===== config.mk =====
export PLATFORM = sky130hd
export DESIGN_NAME = psgfs_core
export DESIGN_NICKNAME = d
export VERILOG_FILES = /design/src/sv/psgfs_pkg.sv /design/src/sv/psgfs_core.sv
export VERILOG_INCLUDE_DIRS = /design/src /design/src/sv
export SDC_FILE = /design/constraint.sdc
export NUM_CORES = 1
export LEC_CHECK = 0
export BUFFER_PORTS_ARGS = -buffer_cell sky130_fd_sc_hd__buf_2
export CAP_MARGIN = 25
export CORE_ASPECT_RATIO = 1.4
export CORE_UTILIZATION = 45
export DETAILED_ROUTE_END_ITERATION = 16
export GPL_TIMING_DRIVEN = 0
export MAX_ROUTING_LAYER = met4
export PLACE_DENSITY = 0.66
export SETUP_SLACK_MARGIN = 0.2
export SYNTH_ARGS = -nofsm -noshare
export SYNTH_HDL_FRONTEND = slang
export SYNTH_SLANG_ARGS = --single-unit

===== constraint.sdc =====
create_clock -name clk -period 16.9 [get_ports clk]
set_clock_uncertainty 0.2 [all_clocks]
set_input_delay 3.38 -clock clk [delete_from_list [all_inputs] [get_ports clk]]
set_output_delay 3.38 -clock clk [all_outputs]
set_load 0.05 [all_outputs]

===== src/sv/assert_macros.svh =====
// ----------------------------------------------------------------------------
// Assertion macros
// Shared concurrent assertion forms, clocked on clk, disabled in reset.
// ----------------------------------------------------------------------------
`ifndef ASSERT_MACROS_SVH
`define ASSERT_MACROS_SVH

// Any property, clocked on clk, off while rst_n is low.
`define ASSERT_PROP(label, prop, msg) \
    label: assert property (@(posedge clk) disable iff (!rst_n) (prop)) else $error(msg);

// Same-cycle implication.
`define ASSERT_IMPLY(label, ante, cons, msg) \
    `ASSERT_PROP(label, (ante) |-> (cons), msg)

// Next-cycle implication.
`define ASSERT_NEXT(label, ante, cons, msg) \
    `ASSERT_PROP(label, (ante) |=> (cons), msg)

`endif


===== src/sv/psgfs_pkg.sv =====
// ----------------------------------------------------------------------------
// psgfs_pkg
// Types and constants shared by the table fill/sum block.
// ----------------------------------------------------------------------------
package psgfs_pkg;

    localparam int INDEX_W     = 10;
    localparam int VALUE_W     = 32;
    localparam int SUM_W       = 42;
    localparam int SIZE_W      = 11;
    localparam int DEPTH_DEF   = 1024;
    localparam int STAMP_W_DEF = 32;

    localparam logic [SIZE_W-1:0] SIZE_RESET = 11'd1024;

    // Request actions; code 3 has no meaning and falls to default arms.
    typedef enum logic [1:0] {
        ACT_LOAD = 2'd0,
        ACT_SET  = 2'd1,
        ACT_FILL = 2'd2
    } action_t;

    typedef enum logic {
        ST_IDLE,
        ST_EXEC
    } state_t;

    // Command from the sequencer to the update datapath.
    typedef struct packed {
        logic       commit;
        logic [1:0] action;
    } pfs_cmd_t;

endpackage


===== src/sv/psgfs_core.sv =====
// ----------------------------------------------------------------------------
// psgfs_core
// Update datapath: size register, fill state, sequence stamp and running
// sum; forms the table write for a load or point set.
// ----------------------------------------------------------------------------
`include "assert_macros.svh"

module psgfs_core
    import psgfs_pkg::*;
#(
    parameter int DEPTH       = DEPTH_DEF,
    parameter int STAMP_WIDTH = STAMP_W_DEF
)
(
    input  logic                   clk,
    input  logic                   rst_n,
    input  logic                   cfg_we,
    input  logic [SIZE_W-1:0]      cfg_data,
    input  pfs_cmd_t               cmd,
    input  logic [INDEX_W-1:0]     req_index,
    input  logic [VALUE_W-1:0]     req_value,
    input  logic [VALUE_W-1:0]     rd_value,
    input  logic [STAMP_WIDTH-1:0] rd_stamp,
    output logic                   wr_en,
    output logic [STAMP_WIDTH-1:0] wr_stamp,
    output logic [SUM_W-1:0]       sum,
    output logic                   err
);

    localparam int CMP_W  = SIZE_W + 2;
    localparam int PROD_W = SIZE_W + VALUE_W;
    localparam logic [CMP_W-1:0] DEPTH_CMP = CMP_W'(DEPTH);

    logic [SIZE_W-1:0]      table_size_reg;
    logic [STAMP_WIDTH-1:0] seq_reg;
    logic [VALUE_W-1:0]     fill_value_reg;
    logic [STAMP_WIDTH-1:0] fill_stamp_reg;
    logic                   fill_active_reg;
    logic [SUM_W-1:0]       sum_reg;
    logic                   err_reg;

    logic [SIZE_W-1:0]      eff_size;
    logic                   in_range;
    logic                   live;
    logic [VALUE_W-1:0]     old_value;
    logic [PROD_W-1:0]      product;
    logic [SUM_W-1:0]       sum_next;
    logic                   err_next;
    logic                   advance;
    logic                   fill_take;

    // Saturate the size to the table depth.
    assign eff_size = ({2'b00, table_size_reg} > DEPTH_CMP) ? DEPTH_CMP[SIZE_W-1:0]
                                                           : table_size_reg;
    assign in_range = {1'b0, req_index} < eff_size;

    // Entry holds its own value unless a fill came after its last write.
    assign live      = !fill_active_reg || (rd_stamp > fill_stamp_reg);
    assign old_value = live ? rd_value : fill_value_reg;
    assign product   = PROD_W'(eff_size) * PROD_W'(req_value);

    always_comb
    begin
        sum_next  = sum_reg;
        err_next  = 1'b0;
        wr_en     = 1'b0;
        advance   = 1'b0;
        fill_take = 1'b0;
        case (cmd.action)
            ACT_LOAD:
            begin
                if (in_range)
                begin
                    sum_next = sum_reg + SUM_W'(req_value);
                    wr_en    = cmd.commit;
                    advance  = 1'b1;
                end
                else
                begin
                    err_next = 1'b1;
                end
            end
            ACT_SET:
            begin
                if (in_range)
                begin
                    sum_next = sum_reg + SUM_W'(req_value) - SUM_W'(old_value);
                    wr_en    = cmd.commit;
                    advance  = 1'b1;
                end
                else
                begin
                    err_next = 1'b1;
                end
            end
            ACT_FILL:
            begin
                sum_next  = product[SUM_W-1:0];
                advance   = 1'b1;
                fill_take = 1'b1;
            end
            default:
            begin
                sum_next = sum_reg;
            end
        endcase
    end

    assign wr_stamp = seq_reg;

    always_ff @(posedge clk or negedge rst_n)
    begin
        if (!rst_n)
        begin
            table_size_reg  <= SIZE_RESET;
            seq_reg         <= STAMP_WIDTH'(1);
            fill_value_reg  <= '0;
            fill_stamp_reg  <= '0;
            fill_active_reg <= 1'b0;
            sum_reg         <= '0;
            err_reg         <= 1'b0;
        end
        else
        begin
            if (cfg_we)
            begin
                table_size_reg <= cfg_data;
            end
            if (cmd.commit)
            begin
                sum_reg <= sum_next;
                err_reg <= err_next;
                if (advance)
                begin
                    seq_reg <= seq_reg + 1'b1;
                end
                if (fill_take)
                begin
                    fill_value_reg  <= req_value;
                    fill_stamp_reg  <= seq_reg;
                    fill_active_reg <= 1'b1;
                end
            end
        end
    end

    assign sum = sum_reg;
    assign err = err_reg;

    `ASSERT_IMPLY(a_write_in_range, wr_en, cmd.commit && in_range && !err_next, "table write outside a valid request")
    `ASSERT_NEXT(a_seq_step, cmd.commit && (wr_en || fill_take), seq_reg == STAMP_WIDTH'($past(seq_reg) + 1'b1), "sequence did not advance")

endmodule


After elaboration in Yosys (flattened, before gate mapping)
Index checks and enable logic that the tools add are counted.
- register bits after elaboration: 151
- input port bits: 123
- output and inout port bits: 76
- word-level logic and storage cells: 38
- $add $sub $neg: 3
- $mul: 1
- $lt $le $gt $ge: 3
- equal/unequal tests: 4
- multiplexer cells: 12
- reductions and logical operators: 8
- operators by type and width (cell ; number):
    $pmux 42 s3 ; 1
    $mux 42 ; 2
    $add 42x32->42 ; 1
    $mul 11x32->42 ; 1
    $sub 42x32->42 ; 1
    $add 32x1->32 const B ; 1
    $gt 32x32->1 ; 1
    $mux 32 ; 1
    $gt 11x11->1 const B ; 1
    $lt 10x11->1 ; 1
    $mux 11 ; 1
    $mux 1 ; 6
    $ne 2x2->1 const B ; 2
    $reduce_and 2->1 ; 2
    $reduce_and 4->1 ; 1
    $reduce_bool 3->1 ; 1
    $eq 2x1->1 const B ; 1
    $eq 2x2->1 const B ; 1
    $logic_not 2->1 ; 1
    $pmux 1 s2 ; 1
    $reduce_or 2->1 ; 1
    $logic_not 1->1 ; 1
    $logic_or 1x1->1 ; 1

Logic depth before layout (Yosys ltp)
Gate-level depths: netlist of run 1.
- depth in word-level cells: 6
- depth in mapped cells: 26
- mapped depth without buffers: 24

Least setup slack after synthesis of run 1
No wires, ideal clock.
- path type: input-to-reg
- start point: input req_value[7]
- end point: register sum_reg[34], in the netlist sum[34]
- setup time: 0.067 ns
- arrival: 8.672 ns
- required time: 16.633 ns
- setup slack: 7.961 ns
- stages: 20
- buffers on the path: 1
- path through: clkbuf_1 nand2_1 fa_1 fa_1 fa_1 inv_1 fa_1 inv_1 fa_1 inv_1 ha_1 a2111oi_0 a211o_1 a22o_1 o21ai_0 a31oi_1 nor3_1 or4_1 a21oi_1 o32a_1
- longest elaborated chain between the ends: 4
- elaborated cells between the ends (all ways): 6
- classes of those cells: add/sub (2); mul (1); mux (3)
- RTL lines (element ; line ; RTL):
    start, declared ; psgfs_core.sv:21 ; input logic [VALUE_W-1:0] req_value,
    $add 42x32->42 ; psgfs_core.sv:74, psgfs_core.sv:87 ;
    $sub 42x32->42 ; psgfs_core.sv:87 ; sum_next = sum_reg + SUM_W'(req_value) - SUM_W'(old_value);
    $mux 42 ; psgfs_core.sv:85 ; if (in_range)
    $pmux 42 s3 * ; psgfs_core.sv:69 ; case (cmd.action)
    end signal, assigned ; psgfs_core.sv:131 ; sum_reg <= sum_next;
    end, declared ; psgfs_core.sv:39 ; logic [SUM_W-1:0] sum_reg;
Mark *: on every way between the ends. The rest lies on a longest branch, timed or not. The select of a mux whose other input is x is not followed.
A chain may end at the register's enable or synchronous reset.

Worst setup path in the final report of run 1
- start point: input rd_stamp[1]
- end point: register sum_reg[34], in the netlist sum[34]
- longest elaborated chain between the ends: 6
- RTL lines (element ; line ; RTL):
    start, declared ; psgfs_core.sv:23 ; input logic [STAMP_WIDTH-1:0] rd_stamp,
    $gt 32x32->1 ; psgfs_core.sv:58 ; assign live = !fill_active_reg || (rd_stamp > fill_stamp_reg);
    $logic_or 1x1->1 ; psgfs_core.sv:58 ;
    $mux 32 ; psgfs_core.sv:59 ; assign old_value = live ? rd_value : fill_value_reg;
    $sub 42x32->42 ; psgfs_core.sv:87 ;
    $mux 42 ; psgfs_core.sv:85 ;
    $pmux 42 s3 ; psgfs_core.sv:69 ;
No other way between the ends. The select of a mux whose other input is x is not followed.

==> flow_metrics.env, run 1 <==
export IMPL_final_fill_count=4903
export IMPL_cp_required_ps=17040
export IMPL_viasPerCell=5.80
export IMPL_grt_ovfl_total=0
export IMPL_synth_edff_count=0
export IMPL_vias=20614
export IMPL_synth_top_area_share_pct=23.2
export IMPL_core_area_mm2=0.0511
export IMPL_setup_ws_ps=6420
export IMPL_multi_input_area_mm2=0.0175
export IMPL_cts_sinks=151
export IMPL_clkTransAtPathRegs_ps=70
export IMPL_grt_pass1_vias=21752
export IMPL_ir_drop_mv=0.157
export IMPL_grt_use_total_pct=32.3
export IMPL_cts_buffers=17
export IMPL_die_w_um=194
export IMPL_avgSynthCellArea_um2=8.74
export IMPL_die_y_um=271
export IMPL_layout_drive_gt1_share_pct=12.4
export IMPL_final_period_utilization_pct=62.0
export IMPL_cts_root_buf="clkbuf_16"
export IMPL_cp_num_cells=24
export IMPL_cap_violations=0
export IMPL_fmax_mhz=95.4
export IMPL_ys_seq_area_share_pct=16.2
export IMPL_antenna_left=0
export IMPL_drv_slew=0
export IMPL_critical_path_top_delay_family="compound AO/OA/AOI/OAI gates"
export IMPL_num_io_pins=199
export IMPL_critPathArrivalTime_ps=10620
export IMPL_dominantRegCellSynth="dfrtp_1"
export IMPL_cp_cell_sequence="buf_2 > ha_1 > nor2b_1 > o21a_1 > o21a_1 > o21a_1 > o21a_1 > o21ai_0 > a21oi_1 > a2111oi_0 > o211ai_1 > clkbuf_1 > mux2i_1 > ha_1 > o21ai_0 > a21oi_1 > o311ai_0 > a31oi_1 > a31oi_1 > o21ai_0 > a211oi_1 > a21o_1 > a21oi_1 > o32a_1"
export IMPL_power_density_mw_per_mm2=193
export IMPL_critPathMostFrequentCell="o21a_1"
export IMPL_synthArstFlopShare_pct=100
export IMPL_dieArea_mm2=0.0527
export IMPL_start_util_pct=45.6
export IMPL_dp_slack_ps=6230
export IMPL_yosys_area_top_type="fa_1"
export IMPL_rows=98
export IMPL_hp_class="register to register"
export IMPL_totalWireLength_mm=80.4
export IMPL_final_cell_mix="374 x inv_1, 276 x nand2_1, 270 x fa_1"
export IMPL_cp_start_kind="input pin"
export IMPL_antenna_found_initial=2
export IMPL_finalPower_uw=4980
export IMPL_grt_setup_unrepaired="false"
export IMPL_path_class="input pin to register"
export IMPL_period_minus_slack_ps=10480
export IMPL_worstRegToRegCells=23
export IMPL_largest_reg_flops=42
export IMPL_h_tree_depth=4
export IMPL_clk_insertion_delay_late_ps=480
export IMPL_drc_errors=0
export IMPL_tightest_slew_ps=1170
export IMPL_grt_pass1_wl_mm=125
export IMPL_cp_slowest_cell="o311ai_0"
export IMPL_synth_seq_cells=151
export IMPL_setup_tns_ps=0
export IMPL_hold_violations=0
export IMPL_dpl_hpwl_mm=66.0
export IMPL_fin_util_pct=50.5
export IMPL_critPathMaxStageDelay_ps=760
export IMPL_tritoncts="built"
export IMPL_drt_iter0_drc=1185
export IMPL_syn_inst=2668
export IMPL_crit_buf_inv=2
export IMPL_ctsResizeCount=0
export IMPL_regArea_mm2=0.00378
export IMPL_ys_warn_count=0
export IMPL_wl_per_cell_um=22.6
export IMPL_holdPathStages=1
export IMPL_maxSlewHeadroom_pct=21.3
export IMPL_finalWeightedCongestion=0.984
export IMPL_endpoint_kind="register"
export IMPL_clk_path_buf_depth=2
export IMPL_crit_fanout=10
export IMPL_placement_io_buffers=198
export IMPL_p_leak_uw=0.0125
export IMPL_synthToLayoutAreaGrowth_pct=10.7
export IMPL_first_pass_iters=6
export IMPL_ctsHoldBuffers=0
export IMPL_syn_nets=3249
export IMPL_reg2reg_setup_slack_ps=8000
export IMPL_fin_nets=3469
export IMPL_synth_distinct_cells=87
export IMPL_syn_cell_area_mm2=0.0233
export IMPL_cts_setup_buffers=0
export IMPL_final_common_cell="inv_1"
export IMPL_setup_viol=0
export IMPL_grt_max_degree=114
export IMPL_status="complete, no violations"
export IMPL_synthTopCellsByArea="fa_1 23%, dfrtp_1 16%, ha_1 10%"
## final timing paths
kind                                                start                        endpoint
max                                           rd_stamp[1]             sum[34]$_DFFE_PN0P_
min in group asynchronous                           rst_n  fill_stamp_reg[21]$_DFFE_PN0P_
min reg2reg                   fill_active_reg$_DFFE_PN0P_     fill_active_reg$_DFFE_PN0P_
max in group asynchronous                           rst_n   table_size_reg[4]$_DFFE_PN0P_
max reg2reg                table_size_reg[10]$_DFFE_PN1P_             sum[32]$_DFFE_PN0P_
min                           fill_active_reg$_DFFE_PN0P_     fill_active_reg$_DFFE_PN0P_
## metrics by stage
step                std cells  instance area, µm²  hold slack [ps]
global placement         3516               25100              256
floorplan                2668               23300              235
finish                   3555               25800              276
CTS                      3551               25800              276
detailed placement       3519               25200              255
global route             3553               25800              307
## cells by family after synthesis
logic type,after synthesis,share of synthesized area (%)
muxes,113,5.27
and+or+nand+nor,806,17.5
DFF,151,16.2
adders and majority gates,458,33.3
xor gates and xnor gates,126,4.73
buffers and inverters,511,8.68
AOI/OAI and AO/OA,503,14.3
## worst register-to-register path, delay by kind of cell, from the launching register on
family | cells | cell delay (ps)
adders and majority gates | 6 | 2850
AOI/OAI and AO/OA | 8 | 2320
buffers and inverters | 6 | 1920
and+or+nand+nor | 2 | 660
DFF | 1 | 540
xor gates and xnor gates | 1 | 280
## Yosys cell counts, types with 4 or more instances
library cell,instances
inv_1,374
nand2_1,276
fa_1,270
and2_1,199
ha_1,188
dfrtp_1,149
a21oi_1,134
clkbuf_1,121
o21ai_0,105
nor2_1,103
xnor2_1,87
mux2_2,77
a21o_1,59
nand3_1,50
nand4_1,41
xor2_1,39
mux2i_1,36
nor2b_1,28
nor3_1,28
a221oi_1,23
a211oi_1,21
a31oi_1,21
o31ai_1,21
o21a_1,19
o21bai_1,18
and3_1,17
nand2b_1,15
o211ai_1,13
or3_1,11
a2111oi_0,7
a22oi_1,7
clkbuf_8,7
nor4_1,7
a211o_1,5
a21boi_0,4
buf_2,4
buf_6,4
nor3b_1,4
or2_2,4
## layout make-up
cell class / instances / area share, %
Multi-Input combinational cell: 2006 / 67.9
Sequential cell: 151 / 14.6
Inverter: 374 / 5.44
Timing Repair Buffer: 201 / 4.09
Tap cell: 650 / 3.15
Buffer: 137 / 2.40
Clock buffer: 18 / 1.70
Clock inverter: 14 / 0.679
Antenna cell: 4 / 0.0388
## routing by layer
layer / routed length, µm / up-vias / GRT usage, %
met2: 39300 / 805 / 54.1
met4: 7090 / 0 / 24.8
li1: - / 9273 / -
met5: 0 / - / -
met3: 4360 / 265 / 4.24
met1: 29700 / 10271 / 34.8
## report_power, final
group          total [µW]  internal (µW)  switching (µW)
Clock                 434            229             205
Combinational        4010           1500            2510
Sequential            535            441            93.6
Power figures use the tool's default switching activity.
==> run 2, diff against run 1 <==
Settings changed: PLACE_DENSITY 0.66 to 0.68.
Clock period 16.9 ns to 9.4 ns, I/O delays scaled along.
==> flow_metrics.env, run 2 (same netlist as run 1, synthesis figures left out) <==
export IMPL_endpoint_kind="register"
export IMPL_synthToLayoutAreaGrowth_pct=10.6
export IMPL_vias=20517
export IMPL_setup_ws_ps=620
export IMPL_largest_reg_flops=42
export IMPL_clk_insertion_delay_late_ps=490
export IMPL_crit_fanout=10
export IMPL_cts_setup_buffers=0
export IMPL_ctsHoldBuffers=0
export IMPL_worstRegToRegCells=24
export IMPL_critPathArrivalTime_ps=8870
export IMPL_cts_root_buf="clkbuf_16"
export IMPL_h_tree_depth=4
export IMPL_ctsResizeCount=0
export IMPL_power_density_mw_per_mm2=345
export IMPL_place_inst=3519
export IMPL_fin_cells=3554
export IMPL_wl_per_cell_um=22.7
export IMPL_die_y_um=271
export IMPL_cp_cell_sequence="clkbuf_1 > clkdlybuf4s15_1 > nor2b_2 > clkbuf_1 > nand2_1 > fa_1 > fa_1 > inv_1 > fa_1 > fa_1 > inv_1 > fa_1 > inv_1 > ha_1 > a2111oi_0 > o21ai_0 > nand2_1 > o21ai_0 > o21ai_0 > nand2_1 > a31oi_1 > xnor2_1 > a222oi_1 > o21ai_0"
export IMPL_grt_pass1_wl_mm=124
export IMPL_grt_max_degree=114
export IMPL_final_common_cell="inv_1"
export IMPL_hold_ws_ps=275
export IMPL_fin_util_pct=50.4
export IMPL_rr_startpoint="table_size_reg[10]$_DFFE_PN1P_"
export IMPL_rows=98
export IMPL_clk_path_buf_depth=2
export IMPL_p_leak_uw=0.0125
export IMPL_fin_nets=3469
export IMPL_layout_drive_gt1_share_pct=12.4
export IMPL_start_util_pct=45.6
export IMPL_r2r_end="sum[33]$_DFFE_PN0P_"
export IMPL_finalWeightedCongestion=0.985
export IMPL_grt_pass1_vias=21560
export IMPL_cp_required_ps=9490
export IMPL_antenna_found_initial=3
export IMPL_critPathMaxStageDelay_ps=720
export IMPL_grt_use_total_pct=32.3
export IMPL_regArea_mm2=0.00378
export IMPL_dp_slack_ps=133
export IMPL_cp_start_kind="register"
export IMPL_ir_drop_mv=0.276
export IMPL_final_period_utilization_pct=93.4
export IMPL_tightest_slew_ps=1160
export IMPL_hold_violations=0
export IMPL_finalInstanceArea_mm2=0.0258
export IMPL_place_area_mm2=0.0252
export IMPL_cp_slowest_cell="clkdlybuf4s15_1"
export IMPL_drv_slew=0
export IMPL_cap_violations=0
export IMPL_grt_setup_unrepaired="false"
export IMPL_first_pass_iters=6
export IMPL_holdPathStages=1
export IMPL_grt_ovfl_total=0
export IMPL_multi_input_area_mm2=0.0175
export IMPL_num_io_pins=199
export IMPL_core_area_mm2=0.0511
export IMPL_tritoncts="built"
export IMPL_final_cell_mix="374 x inv_1, 276 x nand2_1, 270 x fa_1"
export IMPL_viasPerCell=5.77
export IMPL_drc_errors=0
export IMPL_maxSlewHeadroom_pct=22.1
export IMPL_die_w_um=194
export IMPL_status="complete, no violations"
export IMPL_final_fill_count=4909
export IMPL_setup_viol=0
export IMPL_dieArea_mm2=0.0527
export IMPL_path_class="register to register"
export IMPL_fmax_mhz=114
export IMPL_hp_class="register to register"
export IMPL_worstHoldStart="fill_active_reg$_DFFE_PN0P_"
export IMPL_dpl_hpwl_mm=66.8
export IMPL_clkTransAtPathRegs_ps=80
export IMPL_reg2reg_setup_slack_ps=620
export IMPL_cts_sinks=151
export IMPL_totalWireLength_mm=80.8
export IMPL_critPathMostFrequentCell="fa_1"
export IMPL_antenna_left=0
export IMPL_drt_iter0_drc=1304
export IMPL_placement_io_buffers=198
export IMPL_cts_buffers=17
export IMPL_min_to="fill_active_reg$_DFFE_PN0P_"
export IMPL_period_minus_slack_ps=8780
==> run 2: cell count changes in the layout (fill, tap and decap cells not counted) <==
cell / before / now
a211oi_1: 21 / 20
a211oi_2: 1 / 2
buf_6: 5 / 4
buf_8: 2 / 3
bufinv_16: 2 / 1
clkbuf_8: 8 / 7
clkdlybuf4s15_1: 0 / 1
clkinv_2: 1 / 0
clkinvlp_4: 1 / 5
inv_6: 5 / 2
nor2b_1: 28 / 26
nor2b_2: 0 / 2
==> run 2: how the worst max path moves through the flow <==
stage	from	end	cells past startpoint
6_report	table_size_reg[10]$_DFFE_PN1P_	sum[33]$_DFFE_PN0P_	24
5_1_grt	table_size_reg[10]$_DFFE_PN1P_	sum[37]$_DFFE_PN0P_	24
4_1_cts	rd_stamp[1]	sum[34]$_DFFE_PN0P_	24
2_1_floorplan	req_value[7]	sum[34]$_DFFE_PN0P_	20
3_3_place_gp	rd_stamp[1]	sum[34]$_DFFE_PN0P_	24
3_5_place_dp	rd_stamp[1]	sum[34]$_DFFE_PN0P_	24
==> run 2: worst max-delay path: cells and delay by family (launching register included) <==
kind / cells / cell delay (ps)
adders and majority gates: 6 / 2920
AOI/OAI and AO/OA: 7 / 2100
buffers and inverters: 6 / 1750
and+or+nand+nor: 4 / 1080
DFF: 1 / 390
xor gates and xnor gates: 1 / 130
==> run 2: power by group <==
group | internal [µW] | switching (µW)
registers | 793 | 171
clock network | 372 | 361
logic | 2690 | 4510
total | 3850 | 5040
==> run 2: final cells by class <==
class,instances,share of cell area [%]
timing repair buffer,201,4.10
antenna,4,0.0388
tap,650,3.15
clock inverter,13,0.558
multi-input combinational,2006,68.0
clock buffer,18,1.66
inverter,374,5.44
sequential,151,14.7
buffer,137,2.43
==> run 2: layer usage <==
metal	global-route usage [%]	share of wire [%]	routed length (µm)
met1	34.5	37	29900
met2	55.2	50	40400
met3	3.93	4.9	3920
met4	23.6	8.2	6650
met5	-	0	0
==> run 2: per-stage QoR <==
| stage | power [µW] | TNS (ps) |
|---|---|---|
| after CTS | 8840 | 0 |
| after global placement | 8000 | -1.22 |
| final | 8900 | 0 |
| after detailed placement | 8060 | 0 |
| after global routing | 9660 | 0 |
| after floorplan | 6120 | 0 |
==> run 3, diff against run 2 <==
Settings changed: PLACE_DENSITY 0.68 to 0.66.
Clock period 9.4 ns to 9.35 ns, I/O delays scaled along.
==> flow_metrics.env, run 3 (same netlist as run 1, synthesis figures left out) <==
export IMPL_status="complete, no violations"
export IMPL_finalInstanceArea_mm2=0.0258
export IMPL_die_w_um=194
export IMPL_finalPower_uw=9000
export IMPL_start_util_pct=45.6
export IMPL_place_inst=3519
export IMPL_power_density_mw_per_mm2=349
export IMPL_drt_met1_wl_mm=29.9
export IMPL_critPathArrivalTime_ps=8880
export IMPL_period_minus_slack_ps=8730
export IMPL_p_leak_uw=0.0125
export IMPL_h_tree_depth=4
export IMPL_cts_root_buf="clkbuf_16"
export IMPL_antenna_found_initial=2
export IMPL_synthToLayoutAreaGrowth_pct=10.8
export IMPL_met3WireLength_mm=4.12
export IMPL_crit_fanout=7
export IMPL_endpoint_kind="register"
export IMPL_vias=20548
export IMPL_cts_buffers=17
export IMPL_grt_use_total_pct=32.3
export IMPL_met2_length_mm=39.4
export IMPL_clk_path_buf_depth=2
export IMPL_layout_drive_gt1_share_pct=12.5
export IMPL_rows=98
export IMPL_ctsHoldBuffers=0
export IMPL_final_cell_mix="374 x inv_1, 276 x nand2_1, 270 x fa_1"
export IMPL_reg2reg_setup_slack_ps=970
export IMPL_ir_drop_mv=0.286
export IMPL_tightest_slew_ps=1130
export IMPL_clkTransAtPathRegs_ps=70
export IMPL_grt_ovfl_total=0
export IMPL_final_fill_count=4903
export IMPL_num_io_pins=199
export IMPL_totalWireLength_mm=80.2
export IMPL_tritoncts="built"
export IMPL_core_area_mm2=0.0511
export IMPL_cts_sinks=151
export IMPL_maxSlewHeadroom_pct=24.7
export IMPL_first_pass_iters=5
export IMPL_worstRegToRegCells=23
export IMPL_wl_per_cell_um=22.6
export IMPL_cp_num_cells=24
export IMPL_viasPerCell=5.78
export IMPL_cp_slowest_cell="o311ai_0"
export IMPL_critPathMaxStageDelay_ps=780
export IMPL_finalWeightedCongestion=0.984
export IMPL_hp_class="register to register"
export IMPL_final_common_cell="inv_1"
export IMPL_cp_required_ps=9490
export IMPL_fmax_mhz=114
export IMPL_drc_errors=0
export IMPL_path_class="input pin to register"
export IMPL_final_period_utilization_pct=93.4
export IMPL_cap_violations=0
export IMPL_die_y_um=271
export IMPL_largest_reg_flops=42
export IMPL_drt_iter0_drc=1282
export IMPL_cp_cell_sequence="buf_2 > ha_1 > nor2b_1 > o21a_1 > o21a_1 > o21a_1 > o21a_1 > o21ai_0 > a21oi_1 > a2111oi_0 > o211ai_1 > clkbuf_1 > mux2i_1 > ha_1 > o21ai_0 > a21oi_1 > o311ai_0 > a31oi_1 > a31oi_1 > o21ai_0 > a211oi_2 > a21o_1 > a21oi_1 > o32a_1"
export IMPL_grt_max_degree=114
export IMPL_setup_viol=0
export IMPL_critPathMostFrequentCell="o21a_1"
export IMPL_place_area_mm2=0.0252
export IMPL_fin_util_pct=50.5
export IMPL_highest_layer="met4"
export IMPL_grt_setup_unrepaired="false"
export IMPL_holdPathStages=1
export IMPL_fin_cells=3555
export IMPL_dpl_hpwl_mm=66.0
export IMPL_fin_nets=3469
export IMPL_dieArea_mm2=0.0527
export IMPL_placement_io_buffers=198
export IMPL_grt_pass1_wl_mm=125
export IMPL_critical_path_top_delay_family="compound AO/OA/AOI/OAI gates"
export IMPL_cp_start_kind="input pin"
export IMPL_antenna_left=0
export IMPL_hold_violations=0
export IMPL_clk_insertion_delay_late_ps=480
export IMPL_grt_pass1_vias=21752
export IMPL_crit_buf_inv=2
export IMPL_drv_slew=0
export IMPL_setup_tns_ps=0
run 3: where the power goes:
group,switching [µW],internal [µW]
Combinational,4540,2720
Clock,370,413
Sequential,169,797
run 3: routing by layer:
metal | GRT usage, % | vias up
li1 | - | 9280
met1 | 34.8 | 10265
met2 | 54.1 | 757
met3 | 4.24 | 246
met4 | 24.8 | 0
met5 | - | -
run 3: layout make-up:
type	instances	area (µm²)	area share, %
antenna	4	10.0	0.0388
timing repair buffer	201	1050	4.08
tap	650	813	3.15
buffer	137	621	2.40
inverter	374	1400	5.44
clock buffer	18	439	1.70
sequential	151	3780	14.6
multi-input combinational	2006	17500	67.9
clock inverter	14	175	0.678
run 3: worst reg2reg max path, stage by stage (launching register included):
cell	delay, ps
dfstp_2	540
clkbuf_1	620
clkbuf_2	520
buf_1	670
nand2_1	170
fa_1	540
inv_1	50
fa_1	520
fa_1	490
fa_1	530
inv_1	60
fa_1	490
inv_1	50
ha_1	360
a211oi_1	240
nor2_1	90
o41ai_1	470
o21ai_0	140
nor2_1	340
o221ai_1	210
o41a_1	360
xor2_1	180
a221oi_1	310
a21oi_1	120
run 3: through the flow:
| step | hold slack, ps | worst slack (ps) |
|---|---|---|
| 2_1_floorplan | 235 | 1920 |
| 3_3_place_gp | 256 | 42.6 |
| 3_5_place_dp | 255 | 192 |
| 4_1_cts | 276 | 554 |
| 5_1_grt | 307 | 354 |
| 6_report | 277 | 615 |
run 3: repair_timing:
item,in CTS,in global routing
hold endpoints to repair,0,0
endpoints found under the setup margin,0,5
resized for setup,0,6
setup buffers,0,0
run 3: worst paths after layout:
kind                                                startpoint                              to
worst max-delay path                               rd_stamp[1]             sum[34]$_DFFE_PN0P_
worst min-delay path               fill_active_reg$_DFFE_PN0P_     fill_active_reg$_DFFE_PN0P_
worst max register to register  table_size_reg[10]$_DFFE_PN1P_             sum[40]$_DFFE_PN0P_
worst min register to register     fill_active_reg$_DFFE_PN0P_     fill_active_reg$_DFFE_PN0P_
max in group asynchronous                                rst_n   table_size_reg[4]$_DFFE_PN0P_
min in group asynchronous                                rst_n  fill_stamp_reg[21]$_DFFE_PN0P_
